==> src/hw/rtl/mafd_pkg.sv <==
`timescale 1ns / 1ps

package mafd_pkg;

  // Default datapath widths.
  localparam int SAMPLE_BITS_DEF = 16;
  localparam int LEN_BITS_DEF    = 16;

  // Repeats per input sample beyond this count are dropped.
  localparam int MAX_RESULTS = 64;
  localparam int REP_BITS    = $clog2(MAX_RESULTS + 1);

  // Register values after reset.
  localparam int IN_LEN_RESET  = 1024;
  localparam int OUT_LEN_RESET = 256;

  // Configuration register map.
  localparam int CFG_IDX_BITS = 1;

  typedef enum logic [CFG_IDX_BITS-1:0] {
    REG_IN_LEN  = 1'b0,
    REG_OUT_LEN = 1'b1
  } cfg_reg_e;

  // Per-cycle control from the resampling core to the top level.
  typedef struct packed {
    logic step;       // the held sample is finished and leaves the input stage
    logic emit;       // a result beat is loaded into the output register
    logic last;       // final result caused by the held sample
    logic frame_end;  // final result of the frame
  } mafd_ctl_t;

endpackage

==> src/hw/rtl/mafd_if.sv <==
`timescale 1ns / 1ps

// Input channel: one sample per beat.
interface mafd_in_if import mafd_pkg::*; #(
  parameter int SAMPLE_BITS = SAMPLE_BITS_DEF
);
  logic                          valid;
  logic                          ready;
  logic signed [SAMPLE_BITS-1:0] sample;

  modport source (output valid, output sample, input ready);
  modport sink   (input valid, input sample, output ready);
endinterface

// Output channel: one chosen value per beat with its markers.
interface mafd_out_if import mafd_pkg::*; #(
  parameter int SAMPLE_BITS = SAMPLE_BITS_DEF
);
  logic                          valid;
  logic                          ready;
  logic signed [SAMPLE_BITS-1:0] value;
  logic                          last;
  logic                          frame_end;

  modport source (output valid, output value, output last, output frame_end, input ready);
  modport sink   (input valid, input value, input last, input frame_end, output ready);
endinterface

==> src/hw/rtl/mafd_core.sv <==
`timescale 1ns / 1ps

module mafd_core import mafd_pkg::*; #(
  parameter int SAMPLE_BITS = SAMPLE_BITS_DEF,
  parameter int LEN_BITS    = LEN_BITS_DEF
) (
  input  logic                          clk_i,
  input  logic                          rst_ni,
  input  logic                          cfg_we_i,
  input  logic [CFG_IDX_BITS-1:0]       cfg_idx_i,
  input  logic [LEN_BITS-1:0]           cfg_data_i,
  input  logic                          stg_valid_i,
  input  logic signed [SAMPLE_BITS-1:0] stg_sample_i,
  input  logic                          out_free_i,
  output mafd_ctl_t                     ctl_o,
  output logic signed [SAMPLE_BITS-1:0] value_o
);

  // The boundary accumulator needs two bits over the length width.
  localparam int AccBits = LEN_BITS + 2;

  logic [LEN_BITS-1:0]           in_len_q, in_len_d;
  logic [LEN_BITS-1:0]           out_len_q, out_len_d;
  logic [LEN_BITS-1:0]           sidx_q, sidx_d;
  logic signed [AccBits-1:0]     acc_q, acc_d;
  logic                          fresh_q, fresh_d;
  logic signed [SAMPLE_BITS-1:0] best_q, best_d;
  logic [SAMPLE_BITS-1:0]        bmag_q, bmag_d;
  logic                          gopen_q, gopen_d;
  logic [REP_BITS-1:0]           rep_q, rep_d;

  logic [LEN_BITS-1:0]           n_len;
  logic signed [AccBits-1:0]     n_x, out_x, acc_init, acc;
  logic signed [AccBits-1:0]     acc_dn, acc_dn_emit, acc_up;
  logic                          no_out, down, up, is_final;
  logic [SAMPLE_BITS-1:0]        raw, mag, cand_mag;
  logic signed [SAMPLE_BITS-1:0] cand;
  logic                          take_new, dn_emit, up_done, up_fire, ovf;

  // Frame geometry; a zero input length counts as one.
  assign n_len    = (in_len_q == '0) ? LEN_BITS'(1) : in_len_q;
  assign n_x      = signed'({2'b00, n_len});
  assign out_x    = signed'({2'b00, out_len_q});
  assign no_out   = (out_len_q == '0);
  assign down     = !no_out && (n_len > out_len_q);
  assign up       = !no_out && !down;
  assign is_final = (sidx_q == (n_len - LEN_BITS'(1)));

  // Accumulator at frame start. Decimation tracks (j+1)*in - (i+2)*out and
  // closes a group when it goes negative; repetition tracks (i+1)*out - j*in
  // and repeats while it stays positive.
  assign acc_init = down ? (n_x - (out_x <<< 1)) : out_x;
  assign acc      = fresh_q ? acc_init : acc_q;

  // Magnitude of the held sample; the most negative code maps to its full size.
  assign raw = stg_sample_i;
  assign mag = raw[SAMPLE_BITS-1] ? (~raw + 1'b1) : raw;

  // Running maximum; the earlier sample wins a tie.
  assign take_new = !gopen_q || (mag > bmag_q);
  assign cand     = take_new ? stg_sample_i : best_q;
  assign cand_mag = take_new ? mag : bmag_q;

  assign acc_dn      = acc - out_x;
  assign acc_dn_emit = acc_dn + n_x;
  assign dn_emit     = acc[AccBits-1];

  assign acc_up  = acc - n_x;
  assign up_done = acc_up[AccBits-1] || (acc_up == '0);
  assign ovf     = (rep_q == REP_BITS'(MAX_RESULTS));
  assign up_fire = stg_valid_i && up && (ovf || out_free_i);

  // Control toward the stage and output registers.
  always_comb begin
    ctl_o   = '0;
    value_o = cand;
    if (stg_valid_i) begin
      if (down) begin
        ctl_o.step      = !dn_emit || out_free_i;
        ctl_o.emit      = dn_emit && out_free_i;
        ctl_o.last      = 1'b1;
        ctl_o.frame_end = is_final;
      end else if (up) begin
        value_o         = stg_sample_i;
        ctl_o.emit      = !ovf && out_free_i;
        ctl_o.step      = up_fire && up_done;
        ctl_o.last      = up_done || (rep_q == REP_BITS'(MAX_RESULTS - 1));
        ctl_o.frame_end = ctl_o.last && is_final;
      end else begin
        ctl_o.step = 1'b1;
      end
    end
  end

  // Next state of the frame counters and the group candidate.
  always_comb begin
    in_len_d  = in_len_q;
    out_len_d = out_len_q;
    sidx_d    = sidx_q;
    acc_d     = acc_q;
    fresh_d   = fresh_q;
    best_d    = best_q;
    bmag_d    = bmag_q;
    gopen_d   = gopen_q;
    rep_d     = rep_q;
    if (cfg_we_i) begin
      unique case (cfg_reg_e'(cfg_idx_i))
        REG_IN_LEN:  in_len_d  = cfg_data_i;
        REG_OUT_LEN: out_len_d = cfg_data_i;
        default: ;
      endcase
      fresh_d = 1'b1;
      sidx_d  = '0;
      gopen_d = 1'b0;
      rep_d   = '0;
    end else if (stg_valid_i) begin
      if (down && ctl_o.step) begin
        fresh_d = 1'b0;
        if (dn_emit) begin
          gopen_d = 1'b0;
          acc_d   = acc_dn_emit;
        end else begin
          best_d  = cand;
          bmag_d  = cand_mag;
          gopen_d = 1'b1;
          acc_d   = acc_dn;
        end
      end
      if (up_fire) begin
        fresh_d = 1'b0;
        if (up_done) begin
          acc_d = acc_up + out_x;
          rep_d = '0;
        end else begin
          acc_d = acc_up;
          rep_d = ovf ? rep_q : (rep_q + 1'b1);
        end
      end
      if (ctl_o.step) begin
        if (is_final) begin
          sidx_d  = '0;
          fresh_d = 1'b1;
          gopen_d = 1'b0;
          rep_d   = '0;
        end else begin
          sidx_d = sidx_q + 1'b1;
        end
      end
    end
  end

  // Control state with reset.
  always_ff @(posedge clk_i or negedge rst_ni) begin
    if (!rst_ni) begin
      in_len_q  <= LEN_BITS'(IN_LEN_RESET);
      out_len_q <= LEN_BITS'(OUT_LEN_RESET);
      sidx_q    <= '0;
      fresh_q   <= 1'b1;
      gopen_q   <= 1'b0;
      rep_q     <= '0;
    end else begin
      in_len_q  <= in_len_d;
      out_len_q <= out_len_d;
      sidx_q    <= sidx_d;
      fresh_q   <= fresh_d;
      gopen_q   <= gopen_d;
      rep_q     <= rep_d;
    end
  end

  // Datapath state; only read while qualified by fresh_q or gopen_q.
  always_ff @(posedge clk_i) begin
    acc_q  <= acc_d;
    best_q <= best_d;
    bmag_q <= bmag_d;
  end

endmodule

==> src/hw/rtl/max_abs_frame_decimator.sv <==
`timescale 1ns / 1ps
// Path: a sample waits in the input stage register, its results in the output register.
// Throughput: one sample per cycle while decimating or copying, unless the output stalls;
// when repeating, one result beat per cycle unless the output stalls; a sample holds the
// input stage until its last repeat; repeats beyond the cap of 64 pass as silent steps.
// Reset: asynchronous, active low; lengths return to 1024 in and 256 out, frame restarts.
module max_abs_frame_decimator import mafd_pkg::*; #(
  parameter int SAMPLE_BITS = SAMPLE_BITS_DEF,
  parameter int LEN_BITS    = LEN_BITS_DEF
) (
  input  logic                    clk_i,
  input  logic                    rst_ni,
  input  logic                    cfg_we_i,
  input  logic [CFG_IDX_BITS-1:0] cfg_idx_i,
  input  logic [LEN_BITS-1:0]     cfg_data_i,
  mafd_in_if.sink                 sample_i,
  mafd_out_if.source              result_o
);

  logic                          stv_q, stv_d;
  logic signed [SAMPLE_BITS-1:0] stg_q;
  logic                          ov_q, ov_d;
  logic signed [SAMPLE_BITS-1:0] oval_q;
  logic                          olast_q, ofe_q;
  logic                          out_free;
  logic                          in_fire;
  mafd_ctl_t                     ctl;
  logic signed [SAMPLE_BITS-1:0] core_value;

  // The output register can take a beat when empty or being drained.
  assign out_free       = !ov_q || result_o.ready;
  assign sample_i.ready = !stv_q || ctl.step;
  assign in_fire        = sample_i.valid && sample_i.ready;

  mafd_core #(
    .SAMPLE_BITS (SAMPLE_BITS),
    .LEN_BITS    (LEN_BITS)
  ) u_mafd_core (
    .clk_i        (clk_i),
    .rst_ni       (rst_ni),
    .cfg_we_i     (cfg_we_i),
    .cfg_idx_i    (cfg_idx_i),
    .cfg_data_i   (cfg_data_i),
    .stg_valid_i  (stv_q),
    .stg_sample_i (stg_q),
    .out_free_i   (out_free),
    .ctl_o        (ctl),
    .value_o      (core_value)
  );

  // Occupancy of the input stage and the output register.
  always_comb begin
    stv_d = stv_q;
    if (in_fire) begin
      stv_d = 1'b1;
    end else if (ctl.step) begin
      stv_d = 1'b0;
    end
    ov_d = ov_q;
    if (ctl.emit) begin
      ov_d = 1'b1;
    end else if (result_o.ready) begin
      ov_d = 1'b0;
    end
  end

  always_ff @(posedge clk_i or negedge rst_ni) begin
    if (!rst_ni) begin
      stv_q <= 1'b0;
      ov_q  <= 1'b0;
    end else begin
      stv_q <= stv_d;
      ov_q  <= ov_d;
    end
  end

  // Payload registers.
  always_ff @(posedge clk_i) begin
    if (in_fire) begin
      stg_q <= sample_i.sample;
    end
    if (ctl.emit) begin
      oval_q  <= core_value;
      olast_q <= ctl.last;
      ofe_q   <= ctl.frame_end;
    end
  end

  assign result_o.valid     = ov_q;
  assign result_o.value     = oval_q;
  assign result_o.last      = olast_q;
  assign result_o.frame_end = ofe_q;

endmodule

==> src/flat_wrapper.sv <==
// flat-port wrapper written by rule: the top's interface ports become plain ports
module max_abs_frame_decimator_flat import mafd_pkg::*;
#(
  parameter int SAMPLE_BITS = SAMPLE_BITS_DEF,
  parameter int LEN_BITS    = LEN_BITS_DEF
)
  (clk_i, rst_ni, cfg_we_i, cfg_idx_i, cfg_data_i, sample_i_valid, sample_i_sample, sample_i_ready, result_o_valid, result_o_value, result_o_last, result_o_frame_end, result_o_ready);
  mafd_in_if #(.SAMPLE_BITS(SAMPLE_BITS)) sample_i_i ();
  mafd_out_if #(.SAMPLE_BITS(SAMPLE_BITS)) result_o_i ();
  input  logic clk_i;
  input  logic rst_ni;
  input  logic cfg_we_i;
  input  logic [CFG_IDX_BITS-1:0] cfg_idx_i;
  input  logic [LEN_BITS-1:0] cfg_data_i;
  input wire logic [$bits(sample_i_i.valid)-1:0] sample_i_valid;
  input wire logic [$bits(sample_i_i.sample)-1:0] sample_i_sample;
  output wire logic [$bits(sample_i_i.ready)-1:0] sample_i_ready;
  output wire logic [$bits(result_o_i.valid)-1:0] result_o_valid;
  output wire logic [$bits(result_o_i.value)-1:0] result_o_value;
  output wire logic [$bits(result_o_i.last)-1:0] result_o_last;
  output wire logic [$bits(result_o_i.frame_end)-1:0] result_o_frame_end;
  input wire logic [$bits(result_o_i.ready)-1:0] result_o_ready;
  assign sample_i_i.valid = sample_i_valid;
  assign sample_i_i.sample = sample_i_sample;
  assign sample_i_ready = sample_i_i.ready;
  assign result_o_valid = result_o_i.valid;
  assign result_o_value = result_o_i.value;
  assign result_o_last = result_o_i.last;
  assign result_o_frame_end = result_o_i.frame_end;
  assign result_o_i.ready = result_o_ready;
  max_abs_frame_decimator #(.SAMPLE_BITS(SAMPLE_BITS), .LEN_BITS(LEN_BITS)) u_core (.clk_i(clk_i), .rst_ni(rst_ni), .cfg_we_i(cfg_we_i), .cfg_idx_i(cfg_idx_i), .cfg_data_i(cfg_data_i), .sample_i(sample_i_i), .result_o(result_o_i));
endmodule
==> config.mk <==
export PLATFORM = sky130hd
export DESIGN_NAME = max_abs_frame_decimator_flat
export DESIGN_NICKNAME = d
export VERILOG_FILES = /design/src/hw/rtl/mafd_pkg.sv /design/src/hw/rtl/mafd_if.sv /design/src/hw/rtl/mafd_core.sv /design/src/hw/rtl/max_abs_frame_decimator.sv /design/src/flat_wrapper.sv
export SDC_FILE = /design/constraint.sdc
export NUM_CORES = 1
export LEC_CHECK = 0
export BUFFER_PORTS_ARGS = -buffer_cell sky130_fd_sc_hd__buf_2
export CAP_MARGIN = 25
export CORE_MARGIN = 3
export CORE_UTILIZATION = 45
export DETAILED_ROUTE_END_ITERATION = 10
export PLACE_DENSITY = 0.68
export SYNTH_ARGS = -nofsm -noshare
export SYNTH_HDL_FRONTEND = slang
export SYNTH_SLANG_ARGS = --single-unit
export TNS_END_PERCENT = 10
==> constraint.sdc <==
create_clock -name clk_i -period 10.42 [get_ports clk_i]
set_clock_uncertainty 0.2 [all_clocks]
set_input_delay 0 -clock clk_i [delete_from_list [all_inputs] [get_ports clk_i]]
set_output_delay 0 -clock clk_i [all_outputs]
set_load 0.02 [all_outputs]
# Word level (Yosys, flattened, before mapping)
# Cells that the tools add are included.
# word_totals
register_bits	143
inputBits	38
output_inout_bits	20
word_cells	114
# classes
addsub	9
order_cmp	2
eq_ne	3
muxes	43
bitwise_logic	4
reduce_logical	38
# ops
op	count
2-to-1 mux 16 bit	10
2-to-1 mux 18 bit	6
2-to-1 mux 7 bit	7
adder 18 x 17 -> 18 bit	2
subtractor 18 x 17 -> 18 bit	2
adder 16 x 1 -> 16 bit (second input constant)	2
greater-than comparator 16 bit	2
zero test 16 bit	2
zero test 18 bit	1
subtractor 16 x 17 -> 18 bit	1
2-to-1 mux 1 bit	17
equality test 16 bit	1
NOT 16 bit	1
subtractor 16 x 1 -> 16 bit (second input constant)	1
logical AND 1 bit	10
nonzero test 2 bit	5
2-to-1 mux 4 bit	2
adder 7 x 1 -> 7 bit (second input constant)	1
equality test 7 x 6 -> 1 bit (second input constant)	1
equality test 7 bit (second input constant)	1
zero test 1 bit	7
logical OR 1 bit	7
AND reduction 2 bit	3
AND reduction 5 bit	1
other kinds (4)	6

# Logic depth before layout (Yosys ltp)
# logic_depth
ltp_word	21
depth_mapped	36

# By module
# Synthesis repeated with hierarchy kept, for this count alone.
# unflattened
hier_cells	1350
hier_area_um2	12139.1
# by_module_without_submodules
mod	instances	cells_per_inst	area_each_um2
mafd_core	1	1309	11026.8
max_abs_frame_decimator	1	41	1112.3

# Worst setup path after synthesis
# Ideal clock, no wire load.
# synth_timing
path_kind	flip-flop to flip-flop
startpoint	reg u_core.u_mafd_core.in_len_q[5]
endpoint	reg u_core.stg_q[0], enable pin
setup_time_ps	375
arrival_time_ps	6878
required_ps	9845
slack_ps	2967
stages_incl_launch_ff	29
period_less_slack_ps	7453
path_cell_list	dfrtp_1 nor3_1 nand2_1 nor3_1 a31oi_1 ha_1 nand4_1 or2_2 and2_1 nand2_1 clkbuf_1 clkbuf_1 o21ai_0 mux2i_1 ha_1 inv_1 fa_1 maj3_1 a21oi_1 o21ai_0 a211oi_2 a21boi_1 a31oi_1 xnor2_1 or4_1 or4_1 buf_2 a21oi_1 o31a_1
# synth_between
elab_chain_cells	15
# synth_lines
item	line	rtl
start: declaration	mafd_core.sv:22	logic [LEN_BITS-1:0] in_len_q, in_len_d;
start signal: assignment	mafd_core.sv:155	in_len_q <= LEN_BITS'(IN_LEN_RESET);
start signal: assignment	mafd_core.sv:162	in_len_q <= in_len_d;
zero test 16 bit	mafd_core.sv:41	assign n_len = (in_len_q == '0) ? LEN_BITS'(1) : in_len_q;
2-to-1 mux 16 bit (*)	mafd_core.sv:41	
greater-than comparator 16 bit	mafd_core.sv:45	assign down = !no_out && (n_len > out_len_q);
logical AND 1 bit	mafd_core.sv:45	
2-to-1 mux 18 bit	mafd_core.sv:52	assign acc_init = down ? (n_x - (out_x <<< 1)) : out_x;
2-to-1 mux 18 bit	mafd_core.sv:53	assign acc = fresh_q ? acc_init : acc_q;
subtractor 18 x 17 -> 18 bit	mafd_core.sv:68	assign acc_up = acc - n_x;
zero test 18 bit	mafd_core.sv:69	assign up_done = acc_up[AccBits-1] || (acc_up == '0);
logical OR 1 bit	mafd_core.sv:69	
logical AND 1 bit	mafd_core.sv:86	ctl_o.step = up_fire && up_done;
2-to-1 mux 1 bit	mafd_core.sv:83	end else if (up) begin
2-to-1 mux 4 bit (*)	mafd_core.sv:78	if (down) begin
2-to-1 mux 4 bit (*)	mafd_core.sv:77	if (stg_valid_i) begin
logical OR 1 bit (*)	max_abs_frame_decimator.sv:32	assign sample_i.ready = !stv_q || ctl.step;
logical AND 1 bit (*)	max_abs_frame_decimator.sv:33	assign in_fire = sample_i.valid && sample_i.ready;
named net u_core.in_fire	max_abs_frame_decimator.sv:26	logic in_fire;
end signal: assignment	max_abs_frame_decimator.sv:80	stg_q <= sample_i.sample;
end: declaration	max_abs_frame_decimator.sv:21	logic signed [SAMPLE_BITS-1:0] stg_q;
# Mark *: on every way through the listed nets, which the timed path passes. The rest lies on a longest branch.
# A chain may end at the register's enable or synchronous reset.

# Worst setup path after layout
# layout_timing
startpoint	reg u_core.u_mafd_core.in_len_q[4]
endpoint	reg u_core.stg_q[7], enable pin
# Same word-level chain as after synthesis.

==> run metrics <==
status=complete, no violations; Port Buffers=57; drt total wl=39730 um; TritonCTS Buffers=17; Die Wd=170.5 um; Reg clk slew, reported paths=0.06 ns; IO Count=58; Netlist cell types=78; Post-Syn Nets=1512; total iterations of the first detailed-routing run=6; LEAKAGE=5.728 nW; CTS max path bufs=2; Setup TNS=0 ns; Critical Path Start Type=flop; post-CTS resize count=0; DR iter-0 viols=1226; area growth from synthesis to layout=13.07%; CP Capture Type=flop; GR Overflow Total=0; type of the tightest min-delay check=input pin to flop; Antenna Cells=0; hpwl dp=29870 um; Critical Path RT=10.27 ns; number of global-route vias before repair=10770; crit path time final=8.865 ns; Main synth FF type=edfxtp_1; Initial Util=46.23%; share of cells above drive strength 1=12.65%; CTS Sinks=143; Antenna Nets Post-Route=0; Least-Margin Pin Slew=0.9670 ns; die area=0.02909 mm2; final setup fails=0; DRC Markers=0; Most Frequent Cell on Critical Path=nand2_1; first-pass GRT wire length=61270 um; Pwr Density=392.4 mW/mm2; sequential area share after synthesis=32.85%; Vert. Die Dim=170.5 um; Pins Over Slew Limit=0; synthesized area=0.01218 mm2; synthesized instance count=1357; final hold vios=0; CP peak stage delay=0.83 ns; overall global routing resource usage=27.26%; site row count=59; WL/cell=22.39 um; CORE AREA=0.02635 mm2; Rel. slew slack=35.35%; Achievable Freq=112.8 MHz; Max FO, Critical Path=16; WS Path Type=flop to flop; yosys warns=0; number of max-cap violations=0; average size of a mapped cell=8.979 um2; maximum vdd ir drop=0.1650 mV; post-layout net count=1581; Final Wtd Congestion=0.9744; EDFF count, synth=84; unrepaired setup endpoints after global routing=false; Worst EP arrival=8.72 ns; CTS tree=yes; Slowest cell on crit path=or4_1; Skew-Pair Late Insertion Delay=0.44 ns; setup bufs post-CTS=0; number of register bits inferred by synthesis=143; Via Count=11190; Root Driver=clkbuf_16; antenna violations before repair=0; Async S/R FF share, synth=41.26%; Tcrit/Tclk final=85.08%; Fill cells=2357; Place WS=1.819 ns; vias per cell=6.309; setup ws final=1.555 ns; pin count of the biggest net entering global routing=60; CTS H-tree lvls=4
where the power goes:
part           total (mW)  switching [mW]  internal (mW)
clock network       0.612           0.279          0.333
logic                3.81            2.32           1.50
registers           0.980           0.134          0.846
total                5.41            2.73           2.68
area by class of cell:
class                      count  area (um2)  area share [%]
clock buffer                  18       429.2           3.115
clock inverter                14       128.9          0.9354
inverter                      83       311.5           2.261
multi-input combinational   1066        7642           55.47
sequential                   143        4003           29.05
tap                          335       419.2           3.042
timing repair buffer         115       843.3           6.121
critical path, delay by kind of cell (launching register included):
| family | cells | cell delay [ns] |
|---|---|---|
| buffers and inverters | 1 | 0.06 |
| multiplexers | 1 | 0.22 |
| AO/OA/AOI/OAI | 9 | 2.62 |
| AND/OR/NAND/NOR | 11 | 3.46 |
| adder cells (fa/ha/maj) | 4 | 1.27 |
| flip-flops | 1 | 0.49 |
| XOR/XNOR | 1 | 0.18 |
placed cells by master (no fill, tap or decap), types with 15 or more instances in the layout:
master,synthesis,layout
ha_1,113,113
nor2_1,105,103
a21oi_1,92,91
nand2_1,86,86
edfxtp_1,84,84
inv_1,82,82
o21ai_0,69,69
xnor2_1,69,69
buf_2,5,57
dfrtp_1,56,56
mux2_2,50,50
dlygate4sd3_1,0,41
nand3_1,39,39
a211oi_1,36,34
nor3_1,32,31
and3_1,31,31
xor2_1,29,29
a21o_1,28,28
nand4_1,19,19
a31oi_1,18,18
clkbuf_16,0,17
nor2b_1,15,15
nor4_1,16,15
buf_4,0,15
sequential cells by signal, indices dropped and copies added, names as in the netlist, 7 cells and up:
name and count:
u_core.u_mafd_core.acc_q 18, u_core.u_mafd_core.out_len_q 16, u_core.u_mafd_core.sidx_q 16, u_core.u_mafd_core.best_q 16
u_core.result_o.value 16, u_core.u_mafd_core.rep_q 7, u_core.stg_q 16, u_core.u_mafd_core.in_len_q 16
u_core.u_mafd_core.bmag_q 16
cell usage after synthesis, drive strengths merged (6+ instances only):
master / instances / area share (%)
ha: 113 / 12
nand3: 39 / 1.6
xor2: 29 / 2.1
edfxtp: 84 / 21
o311ai: 6 / 0.43
or3: 13 / 0.67
a211o: 7 / 0.50
nor3b: 9 / 0.55
nor2: 105 / 3.2
and2: 10 / 0.51
o21a: 10 / 0.62
nand2: 86 / 2.6
buf: 10 / 0.42
o21ai: 71 / 2.9
nor4: 16 / 0.82
a31oi: 18 / 0.92
nor2b: 15 / 0.77
clkbuf: 55 / 1.7
a21o: 28 / 1.7
o31ai: 7 / 0.43
xnor2: 69 / 5.0
a22o: 7 / 0.50
nand2b: 12 / 0.62
or2: 10 / 0.51
nand4: 19 / 0.98
mux2: 50 / 4.6
nor3: 32 / 1.3
a211oi: 38 / 2.4
and3: 31 / 1.6
o21bai: 10 / 0.62
a32o: 14 / 1.2
o22ai: 12 / 0.62
or4: 8 / 0.52
o211ai: 8 / 0.53
inv: 82 / 2.5
dfrtp: 56 / 12
a21oi: 92 / 3.8
per-stage QoR:
| step | instance area, um2 | hold WS [ns] | instances | utilization [%] | power [mW] |
|---|---|---|---|---|---|
| final | 13780 | 0.07791 | 1774 | 52.28 | 5.406 |
| after global routing | 13780 | 0.07643 | 1774 | 52.28 | 5.792 |
| after CTS | 13760 | 0.07054 | 1772 | 52.22 | 5.322 |
| after detailed placement | 12790 | -0.02040 | 1699 | 48.54 | 4.672 |
| after global placement | 12770 | -0.02013 | 1698 | 48.44 | 4.635 |
| after floorplan | 12180 | -0.4956 | 1357 | - | 3.712 |
worst paths after layout:
check                                                    start  slack [ns]  cells past startpoint                                to
worst max register to register  u_core.u_mafd_core.in_len_q[4]        1.55                     27                   u_core.stg_q[7]
worst max-delay path            u_core.u_mafd_core.in_len_q[4]        1.55                     27                   u_core.stg_q[7]
worst min register to register    u_core.u_mafd_core.best_q[0]        0.37                      1      u_core.u_mafd_core.best_q[0]
min in group asynchronous                               rst_ni        0.09                      3  u_core.u_mafd_core.out_len_q[12]
max in group asynchronous                               rst_ni        9.32                      3       u_core.u_mafd_core.rep_q[4]
worst min-delay path                        sample_i_sample[9]        0.08                      2                   u_core.stg_q[9]
repair_timing:
item,in CTS,in global routing
endpoints found under the setup margin,0,0
endpoints found under the hold margin,110,0
hold buffers,41,0
cells by family after synthesis:
| group | after synthesis | synth area share [%] |
|---|---|---|
| AOI/OAI and AO/OA | 379 | 20.92 |
| xor gates and xnor gates | 98 | 7.045 |
| adders and majority gates | 121 | 12.59 |
| buffers and inverters | 148 | 4.672 |
| DFF | 143 | 32.85 |
| muxes | 54 | 4.950 |
| and+or+nand+nor | 414 | 16.97 |
routing by layer:
| metal | up-vias | wire length [um] | global-route usage [%] |
|---|---|---|---|
| met5 | - | 0 | 0 |
| met2 | 456 | 17630 | 42.45 |
| li1 | 5203 | - | - |
| met3 | 70 | 3129 | 5.799 |
| met4 | 0 | 1079 | 8.501 |
| met1 | 5464 | 17890 | 38.14 |
Note: power is estimated with default switching activity, not from simulation.
